===== config.mk =====
export PLATFORM = sky130hd
export DESIGN_NAME = masked_patch_distance
export DESIGN_NICKNAME = d
export VERILOG_FILES = /design/src/rtl/core/mpd_pkg.sv /design/src/rtl/core/mpd_ctrl.sv /design/src/rtl/core/mpd_dp.sv /design/src/rtl/core/masked_patch_distance.sv
export SDC_FILE = /design/constraint.sdc
export NUM_CORES = 1
export LEC_CHECK = 0
export BUFFER_PORTS_ARGS = -buffer_cell sky130_fd_sc_hd__buf_2
export CORE_UTILIZATION = 25
export CTS_BUF_LIST = sky130_fd_sc_hd__clkbuf_16
export DETAILED_ROUTE_END_ITERATION = 10
export SLEW_MARGIN = 20
export SYNTH_ARGS = -nofsm -noshare
export SYNTH_HDL_FRONTEND = slang
export SYNTH_SLANG_ARGS = --single-unit

===== constraint.sdc =====
create_clock -name clk -period 6.35 [get_ports clk]
set_input_delay 0.3175 -clock clk [delete_from_list [all_inputs] [get_ports clk]]
set_output_delay 0.3175 -clock clk [all_outputs]
set_load 0.02 [all_outputs]

===== src/rtl/core/mpd_pkg.sv =====
// shared types and constants of the masked patch distance block
package mpd_pkg;

	localparam int PIX_W   = 24;
	localparam int CHAN_W  = 8;
	localparam int MASK_W  = 8;
	localparam int PW_W    = 4;
	localparam int SQ_W    = 2 * CHAN_W;
	localparam int SUM_W   = 26;
	localparam int CNT_W   = 8;
	localparam int STEP_W  = 5;

	localparam logic [SUM_W-1:0]  SUM_MAX   = {SUM_W{1'b1}};
	localparam logic [CNT_W-1:0]  CNT_MAX   = {CNT_W{1'b1}};
	localparam logic [STEP_W-1:0] DIV_LAST  = STEP_W'(SUM_W - 1);

	// configuration register indexes
	localparam logic REG_PATCH_WIDTH = 1'b0;
	localparam logic REG_MASK_LIMIT  = 1'b1;

	localparam logic [PW_W-1:0]   PATCH_WIDTH_RST = 4'd7;
	localparam logic [MASK_W-1:0] MASK_LIMIT_RST  = 8'd10;

	typedef enum logic [2:0] {
		ST_ACCUM,
		ST_DRAIN,
		ST_DECIDE,
		ST_DIV,
		ST_OUTWAIT
	} state_t;

	typedef struct packed {
		logic s1_load;
		logic decide;
		logic div_step;
		logic out_load;
	} cmd_t;

	typedef struct packed {
		logic rej;
		logic div_last;
		logic out_free;
	} status_t;

	function automatic logic [CHAN_W-1:0] abs_diff(input logic [CHAN_W-1:0] a,
		input logic [CHAN_W-1:0] b);
		abs_diff = (a > b) ? (a - b) : (b - a);
	endfunction

endpackage


===== src/rtl/core/mpd_ctrl.sv =====
// sequencer for accumulation, decision, division and result hand-off
module mpd_ctrl import mpd_pkg::*; (
	input  logic    clk,
	input  logic    arst_n,
	input  logic    in_valid,
	input  logic    in_last_flag,
	input  status_t stat,
	output logic    in_ready,
	output cmd_t    cmd
);

	state_t state_q, state_nxt;
	logic   accept;

	assign accept = in_valid && in_ready;

	always_ff @(posedge clk or negedge arst_n) begin
		if (!arst_n) begin
			state_q <= ST_ACCUM;
		end else begin
			state_q <= state_nxt;
		end
	end

	always_comb begin
		state_nxt = state_q;
		unique case (state_q)
			ST_ACCUM: begin
				if (accept && in_last_flag) begin
					state_nxt = ST_DRAIN;
				end
			end
			ST_DRAIN: begin
				state_nxt = ST_DECIDE;
			end
			ST_DECIDE: begin
				state_nxt = stat.rej ? ST_OUTWAIT : ST_DIV;
			end
			ST_DIV: begin
				if (stat.div_last) begin
					state_nxt = ST_OUTWAIT;
				end
			end
			ST_OUTWAIT: begin
				if (stat.out_free) begin
					state_nxt = ST_ACCUM;
				end
			end
			default: begin
				state_nxt = ST_ACCUM;
			end
		endcase
	end

	always_comb begin
		in_ready     = 1'b0;
		cmd          = '0;
		unique case (state_q)
			ST_ACCUM: begin
				in_ready    = 1'b1;
				cmd.s1_load = in_valid;
			end
			ST_DECIDE: begin
				cmd.decide = 1'b1;
			end
			ST_DIV: begin
				cmd.div_step = 1'b1;
			end
			ST_OUTWAIT: begin
				cmd.out_load = stat.out_free;
			end
			default: begin
				cmd = '0;
			end
		endcase
	end

endmodule


===== src/rtl/core/mpd_dp.sv =====
// datapath: config registers, square stage, accumulators, divider, output register
module mpd_dp import mpd_pkg::*; #(
	parameter int MAX_PATCH_WIDTH = 15
) (
	input  logic              clk,
	input  logic              arst_n,
	input  logic              cfg_we,
	input  logic              cfg_index,
	input  logic [MASK_W-1:0] cfg_data,
	input  logic [PIX_W-1:0]  a_pixel,
	input  logic [PIX_W-1:0]  b_pixel,
	input  logic [MASK_W-1:0] a_mask,
	input  logic [MASK_W-1:0] b_mask,
	input  logic              center_flag,
	input  logic [PIX_W-1:0]  cutoff,
	input  cmd_t              cmd,
	output status_t           stat,
	input  logic              out_ready,
	output logic              out_valid,
	output logic [PIX_W-1:0]  distance,
	output logic              rejected
);

	localparam logic [PW_W-1:0] PW_CLAMP = PW_W'(MAX_PATCH_WIDTH);

	logic [PW_W-1:0]   patch_width_q;
	logic [MASK_W-1:0] mask_limit_q;

	// stage 1: squared channel differences of the accepted word
	logic [SQ_W-1:0]  sq_r_s1, sq_g_s1, sq_b_s1;
	logic             pair_ok_s1, center_hit_s1, valid_s1;
	logic [PIX_W-1:0] cutoff_s1;

	logic [SUM_W-1:0] sum_q;
	logic [CNT_W-1:0] cnt_q;
	logic             center_masked_q;

	logic [SUM_W-1:0]  quo_q;
	logic [CNT_W-1:0]  rem_q, divisor_q;
	logic [STEP_W-1:0] step_q;
	logic              rej_q;

	logic              out_valid_q, rejected_q;
	logic [PIX_W-1:0]  distance_q;

	logic [CHAN_W-1:0] d_r, d_g, d_b;
	logic [SQ_W+1:0]   sq_tot;
	logic [SUM_W:0]    sum_ext;
	logic [PW_W-1:0]   w_eff;
	logic [2*PW_W-1:0] w_sq;
	logic [CNT_W+1:0]  cnt_x3;
	logic              rej;
	logic [CNT_W:0]    trial;
	logic              trial_ge;

	always_ff @(posedge clk or negedge arst_n) begin
		if (!arst_n) begin
			patch_width_q <= PATCH_WIDTH_RST;
			mask_limit_q  <= MASK_LIMIT_RST;
		end else if (cfg_we) begin
			if (cfg_index == REG_PATCH_WIDTH) begin
				patch_width_q <= cfg_data[PW_W-1:0];
			end else begin
				mask_limit_q <= cfg_data;
			end
		end
	end

	assign d_r = abs_diff(a_pixel[7:0], b_pixel[7:0]);
	assign d_g = abs_diff(a_pixel[15:8], b_pixel[15:8]);
	assign d_b = abs_diff(a_pixel[23:16], b_pixel[23:16]);

	always_ff @(posedge clk) begin
		if (cmd.s1_load) begin
			sq_r_s1       <= SQ_W'(d_r) * SQ_W'(d_r);
			sq_g_s1       <= SQ_W'(d_g) * SQ_W'(d_g);
			sq_b_s1       <= SQ_W'(d_b) * SQ_W'(d_b);
			pair_ok_s1    <= (a_mask < mask_limit_q) && (b_mask < mask_limit_q);
			center_hit_s1 <= center_flag && (b_mask > mask_limit_q);
			cutoff_s1     <= cutoff;
		end
	end

	always_ff @(posedge clk or negedge arst_n) begin
		if (!arst_n) begin
			valid_s1 <= 1'b0;
		end else begin
			valid_s1 <= cmd.s1_load;
		end
	end

	assign sq_tot  = (SQ_W+2)'(sq_r_s1) + (SQ_W+2)'(sq_g_s1) + (SQ_W+2)'(sq_b_s1);
	assign sum_ext = {1'b0, sum_q} + (SUM_W+1)'(sq_tot);

	// accumulators, cleared when the patch is handed to the divider
	always_ff @(posedge clk or negedge arst_n) begin
		if (!arst_n) begin
			sum_q           <= '0;
			cnt_q           <= '0;
			center_masked_q <= 1'b0;
		end else if (cmd.decide) begin
			sum_q           <= '0;
			cnt_q           <= '0;
			center_masked_q <= 1'b0;
		end else if (valid_s1) begin
			if (center_hit_s1) begin
				center_masked_q <= 1'b1;
			end
			if (pair_ok_s1) begin
				sum_q <= sum_ext[SUM_W] ? SUM_MAX : sum_ext[SUM_W-1:0];
				if (cnt_q != CNT_MAX) begin
					cnt_q <= cnt_q + 1'b1;
				end
			end
		end
	end

	// size test and center test
	assign w_eff  = (patch_width_q > PW_CLAMP) ? PW_CLAMP : patch_width_q;
	assign w_sq   = (2*PW_W)'(w_eff) * (2*PW_W)'(w_eff);
	assign cnt_x3 = (CNT_W+2)'({cnt_q, 1'b0}) + (CNT_W+2)'(cnt_q);
	assign rej    = center_masked_q || (cnt_q == '0) || (cnt_x3 < (CNT_W+2)'(w_sq));

	// restoring divider, one quotient bit per cycle
	assign trial    = {rem_q, quo_q[SUM_W-1]};
	assign trial_ge = trial >= {1'b0, divisor_q};

	always_ff @(posedge clk) begin
		if (cmd.decide) begin
			quo_q     <= sum_q;
			rem_q     <= '0;
			divisor_q <= cnt_q;
		end else if (cmd.div_step) begin
			quo_q <= {quo_q[SUM_W-2:0], trial_ge};
			rem_q <= trial_ge ? CNT_W'(trial - {1'b0, divisor_q}) : trial[CNT_W-1:0];
		end
	end

	always_ff @(posedge clk or negedge arst_n) begin
		if (!arst_n) begin
			step_q <= '0;
			rej_q  <= 1'b0;
		end else if (cmd.decide) begin
			step_q <= '0;
			rej_q  <= rej;
		end else if (cmd.div_step) begin
			step_q <= step_q + 1'b1;
		end
	end

	always_ff @(posedge clk or negedge arst_n) begin
		if (!arst_n) begin
			out_valid_q <= 1'b0;
		end else if (cmd.out_load) begin
			out_valid_q <= 1'b1;
		end else if (out_ready) begin
			out_valid_q <= 1'b0;
		end
	end

	always_ff @(posedge clk) begin
		if (cmd.out_load) begin
			distance_q <= rej_q ? cutoff_s1 : quo_q[PIX_W-1:0];
			rejected_q <= rej_q;
		end
	end

	assign stat.rej      = rej;
	assign stat.div_last = step_q == DIV_LAST;
	assign stat.out_free = !out_valid_q || out_ready;

	assign out_valid = out_valid_q;
	assign distance  = distance_q;
	assign rejected  = rejected_q;

	a_load_free: assert property (@(posedge clk) disable iff (!arst_n)
		cmd.out_load |-> (!out_valid_q || out_ready))
		else $error("result loaded over an untaken word");

	a_step_range: assert property (@(posedge clk) disable iff (!arst_n)
		cmd.div_step |-> (step_q <= DIV_LAST))
		else $error("divider ran past its last step");

	a_clear_idle: assert property (@(posedge clk) disable iff (!arst_n)
		cmd.decide |-> (!valid_s1 && !cmd.s1_load))
		else $error("accumulators cleared with a word in flight");

	a_accept_stops: assert property (@(posedge clk) disable iff (!arst_n)
		cmd.decide |=> !cmd.decide)
		else $error("decision taken twice for one patch");

endmodule


===== src/rtl/core/masked_patch_distance.sv =====
// top level of the masked patch distance block
//
//  channel   direction  handshake               payload
//  in        input      in_valid / in_ready     a_pixel b_pixel a_mask b_mask
//                                               center_flag cutoff last_flag
//  out       output     out_valid / out_ready   distance rejected
//  cfg       input      cfg_we (no wait)        cfg_index cfg_data
//
// one input word per cycle while a patch streams in; the squares are
// registered before accumulation
// after the last word the sequencer passes through the drain and decide states,
// then steps the bit-serial divider unless the patch is rejected, then loads the
// output register once it is free
// a waiting result does not hold up the next patch: the output register
// keeps it while the next patch streams in; only a finished patch waits
// async reset restores patch_width 7 and mask_limit 10 and clears all sums
module masked_patch_distance import mpd_pkg::*; #(
	parameter int MAX_PATCH_WIDTH = 15
) (
	input  logic              clk,
	input  logic              arst_n,
	// configuration writes
	input  logic              cfg_we,
	input  logic              cfg_index,
	input  logic [MASK_W-1:0] cfg_data,
	// pixel pair words
	input  logic              in_valid,
	output logic              in_ready,
	input  logic [PIX_W-1:0]  a_pixel,
	input  logic [PIX_W-1:0]  b_pixel,
	input  logic [MASK_W-1:0] a_mask,
	input  logic [MASK_W-1:0] b_mask,
	input  logic              center_flag,
	input  logic [PIX_W-1:0]  cutoff,
	input  logic              last_flag,
	// result words
	output logic              out_valid,
	input  logic              out_ready,
	output logic [PIX_W-1:0]  distance,
	output logic              rejected
);

	// commands flow from the sequencer, status flows back
	cmd_t    cmd;
	status_t stat;

	// sequencer: accepts words, waits for the drain, runs the divider
	mpd_ctrl u_ctrl (
		.clk          (clk),
		.arst_n       (arst_n),
		.in_valid     (in_valid),
		.in_last_flag (last_flag),
		.stat         (stat),
		.in_ready     (in_ready),
		.cmd          (cmd)
	);

	// datapath: squares, saturating sums, rejection test, divider
	mpd_dp #(
		.MAX_PATCH_WIDTH (MAX_PATCH_WIDTH)
	) u_dp (
		.clk         (clk),
		.arst_n      (arst_n),
		.cfg_we      (cfg_we),
		.cfg_index   (cfg_index),
		.cfg_data    (cfg_data),
		.a_pixel     (a_pixel),
		.b_pixel     (b_pixel),
		.a_mask      (a_mask),
		.b_mask      (b_mask),
		.center_flag (center_flag),
		.cutoff      (cutoff),
		.cmd         (cmd),
		.stat        (stat),
		.out_ready   (out_ready),
		.out_valid   (out_valid),
		.distance    (distance),
		.rejected    (rejected)
	);

endmodule

# After elaboration in Yosys (flattened, before gate mapping)
# Index checks and enable logic that the tools add are counted.
classes:
  order_cmp: 9
  reduce_logical: 22
  eq_ne: 9
  n_bitwise: 1
  addsub: 13
  mul: 4
  muxes: 33
op_table:
  columns: ["op", "n"]
  rows:
  - ["$mux 26", 6]
  - ["$mux 8", 8]
  - ["$sub 8x8->8", 7]
  - ["$mul 8x8->16", 3]
  - ["$gt 8x8->1", 4]
  - ["$add 26x18->27", 1]
  - ["$mux 24", 1]
  - ["$add 18x16->18", 1]
  - ["$add 16x16->17", 1]
  - ["$lt 8x8->1", 2]
  - ["$pmux 3 s5", 1]
  - ["$mux 3", 4]
  - ["$reduce_bool 2->1", 6]
  - ["$add 9x8->10", 1]
  - ["$lt 10x8->1", 1]
  - ["$mux 1", 10]
  - ["$mux 5", 2]
  - ["$ge 9x8->1", 1]
  - ["$add 8x1->8 const B", 1]
  - ["$logic_not 8->1", 1]
  - ["$mul 4x4->8", 1]
  - ["$ne 8x8->1 const B", 1]
  - ["$reduce_and 2->1", 4]
  - ["$eq 3x2->1 const B", 2]
  - ["14 further kinds", 21]
word_totals:
  in_bits: 104
  elab_cells: 112
  regBits: 199

# Logic depth before layout (Yosys ltp)
depth:
  depth_word: 7
  mapped_depth: 29

# By module
# A second synthesis with hierarchy kept.
hier_totals:
  cells_unflattened: 1636
  hier_area_um2: 17066.4
modules_own_cells:
  columns: ["module", "n_inst", "cells_each", "area_per_inst_um2"]
  rows:
  - ["mpd_dp", 1, 1617, 16881.2]
  - ["mpd_ctrl", 1, 19, 185.2]

# Worst setup path after synthesis
# OpenSTA, ideal clock, no wires.
synth_path:
  path_kind: "input port to flip-flop"
  from: "input a_pixel[8]"
  to: "register u_dp.sq_g_s1[15] (data pin)"
  arrival_ps: 6168
  stages: 25
  slack_ps: -80
  setup_ps: 262
  t_required_ps: 6088
  cell_sequence: "inv_1 ha_1 inv_1 fa_1 a21o_1 a221oi_2 a21o_1 buf_4 mux2_2 a2111oi_0 o21bai_1 or2_2 fa_1 inv_1 fa_1 fa_1 inv_1 fa_1 inv_1 ha_1 or2_2 o311a_1 nor2_1 a21oi_1 xor2_1"
synth_between:
  elab_chain_len: 3
  word_cells_on_any_way: 5
  cone_classes: "add/sub (2); mul (1); order compare (1); mux (1)"
synth_rtl:
  columns: ["item", "line", "source"]
  rows:
  - ["from (decl)", "masked_patch_distance.sv:29", "input logic [PIX_W-1:0] a_pixel,"]
  - ["$sub 8x8->8 / $gt 8x8->1 (equally long branches)", "mpd_pkg.sv:47", "abs_diff = (a > b) ? (a - b) : (b - a);"]
  - ["$mux 8 (*)", "mpd_pkg.sv:47", null]
  - ["$mul 8x8->16 (*)", "mpd_dp.sv:76", "sq_g_s1 <= SQ_W'(d_g) * SQ_W'(d_g);"]
  - ["to (signal assigned)", "mpd_dp.sv:76", null]
  - ["to (decl)", "mpd_dp.sv:30", "logic [SQ_W-1:0] sq_r_s1, sq_g_s1, sq_b_s1;"]
# Mark *: on every way between the ends. The rest lies on a longest branch, timed or not.
# A chain may end at the register's enable or synchronous reset.

# Worst setup path after layout
layout_path:
  from: "input a_pixel[8]"
  to: "register u_dp.sq_g_s1[14] (data pin)"
# Same word-level chain as after synthesis.

==> results.cfg <==
[die]
coreArea_sq_mm = 0.0700
ios = 131
start_util_pct = 25.3
core.rowCount = 97
die_area_sq_mm = 0.0719
fp.dieH_um = 268
die_x_um = 268

[grt]
grt_usage_pct = 10.7
grt_max_degree = 59
grt_pass1_wl_um = 62600
grt_antenna_before_repair = 0
grt_pass1_vias = 12967
grt.overflow.total = 0

[detailed_routing]
routed_wl_um = 36700
via_count = 13009
drt_iter0_drc = 514
drtAntennaViolNets = 0
wl_per_cell_um = 12.2
via_per_inst = 4.34
drt-pass1-iter-count = 5
drc = 0

[place]
portBuffers = 130
preCtsSetupSlack_ps = -154
place_area_sq_mm = 0.0201
gp_congestion = 0.840
hpwl_um = 29700
dp.cells = 2940

[synthesis]
synth_top_area_share_pct = 22.1
seq_area_frac_synth_pct = 31.2
ys_types = 89
synth.top_cells.by_area = edfxtp_1 (22%), ha_1 (16%), fa_1 (9.3%), dfrtp_1 (7.5%), inv_1 (5.0%)
yosysWarnings = 0
syn_area_per_cell_sq_um = 9.74
synth_cells = 1817
synth.most_common_cell = inv_1
synth-main-ff-cell = edfxtp_1
synth-async-reset-ratio_pct = 29.6
synth_edf_count = 130
synth_top_area_cell = edfxtp_1
synth_seq_cells = 196
syn_area_sq_mm = 0.0177
synth_common_cells = inv_1 (237), ha_1 (232), nor2_1 (156), nand2_1 (149), edfxtp_1 (130)

[critical_path]
startpoint_type = input pin
worstSetupEndpointType = flop
arrival_ps = 6190
crit_fanout = 8
cp_data_required_time_ps = 6560
crit_type = in -> reg
rr_startpoint = u_dp.sq_r_s1[3]
cp-startpoint = a_pixel[8]

[clock_network]
clockBufferDepth = 2
post_cts.repair.setup_buffers = 0
cts_tree = built
clock_latency_ps = 470
path_clk_slew_ps = 70
numClockSinks = 196
cts_htree_levels = 4
cts_buffers = 17
cts_root_buf = clkbuf_16

[min_path]
hold_class = in -> async

[sta]
maxSlewViolCount = 0
setup_viol = 0
finalCritPeriodShare_pct = 94.3
min_period_ps = 5990
rsz0062_at_grt = yes
fmax_mhz = 167
tightestPinTransition_ps = 845
skew_ps = 13.3
final_hold_viol_count = 0
finalWorstSetupSlack_ps = 363
slew_headroom_pct = 43.7

[cells_and_area]
fill_cells = 7363
drive_above_1_share_pct = 17.2
diodes = 0
fin_area_sq_mm = 0.0208
fin_util_pct = 29.8
areaGrowthSynthToFinish_pct = 17.8
nets = 2460
stdcell_count = 2995

[job]
cap_violations = 0

[status]
status = finished clean
stage by stage:
step	setup TNS [ps]	hold slack, ps
CTS	0	1.92
detailed placement	-406	438
global placement	-85.0	439
finish	0	41.8
floorplan	0	21.9
global route	-94.3	10.6
metal layers:
metal  routed length [um]  global-route usage [%]
met2                17700                    18.7
met4                  368                    2.63
met5                    0                       0
met3                  897                    1.68
met1                17700                    13.7
flip-flops by register name (all words and copies together), names as in the netlist, 15 cells and up:
signal / flops
u_dp.cutoff_s1: 24
u_dp.distance: 24
u_dp.quo_q: 26
u_dp.sq_b_s1: 15
u_dp.sq_g_s1: 15
u_dp.sq_r_s1: 15
u_dp.sum_q: 26
layout make-up:
class                      instances  area, sq um  share of cell area (%)
clock buffer                      17          425                    2.04
timing repair buffer             244         1560                    7.50
multi-input combinational       1344        11100                    53.5
sequential                       196         5520                    26.5
clock inverter                    15          114                   0.546
tap                              940         1180                    5.64
inverter                         239          897                    4.30
repair_timing:
item,CTS,global route
resized for setup,0,5
endpoints found under the hold margin,23,0
setup endpoints to repair,0,13
hold buffers,23,0
final timing paths:
kind	end	slack, ps	cells past startpoint
worst max-delay path	u_dp.sq_g_s1[14]	360	25
worst min-delay path	u_dp.patch_width_q[3]	40	2
worst max register to register	u_dp.sum_q[23]	530	22
worst min register to register	u_dp.rem_q[7]	460	2
max in group asynchronous	u_dp.sum_q[15]	5760	2
min in group clk	u_dp.cutoff_s1[23]	40	1
logic make-up after synthesis:
kind of cell | Yosys count | synth area share, %
AND/OR/NAND/NOR | 475 | 12.5
AO/OA/AOI/OAI | 359 | 13.9
adder cells (fa/ha/maj) | 314 | 25.7
buffers and inverters | 278 | 6.07
flip-flops | 196 | 31.2
XOR/XNOR | 122 | 6.23
multiplexers | 72 | 4.43
other | 1 | 0.0212
cell usage in the layout (no fill, tap or decap), types with 24 or more instances in the layout:
| cell | Yosys | routed |
|---|---|---|
| edfxtp_1 | 130 | 130 |
| a21oi_1 | 93 | 92 |
| nor3_1 | 37 | 37 |
| inv_1 | 237 | 240 |
| buf_4 | 4 | 91 |
| dfrtp_1 | 53 | 53 |
| nand2_1 | 149 | 149 |
| fa_1 | 82 | 82 |
| xnor2_1 | 85 | 84 |
| a21o_1 | 36 | 36 |
| xor2_1 | 34 | 33 |
| buf_2 | 6 | 130 |
| nor2_1 | 156 | 155 |
| mux2_2 | 46 | 46 |
| nor2b_1 | 24 | 24 |
| o21ai_0 | 72 | 72 |
| ha_1 | 232 | 232 |
critical path, stage by stage:
cell	delay, ps
buf_2	110
inv_1	60
ha_1	140
inv_1	60
fa_1	380
a21o_1	190
a221oi_2	250
a21o_1	190
buf_4	180
mux2_2	340
o221ai_1	260
xnor2_2	200
nor2_1	130
fa_1	510
fa_1	550
inv_1	50
fa_1	500
fa_1	540
inv_1	40
ha_1	320
nor2_1	120
a21oi_1	70
a41o_1	270
o41ai_1	330
xnor2_1	100
Power is left out: the tool's default activity adds up to more than one toggle a clock period on the data nets, which glitch-free logic cannot reach.
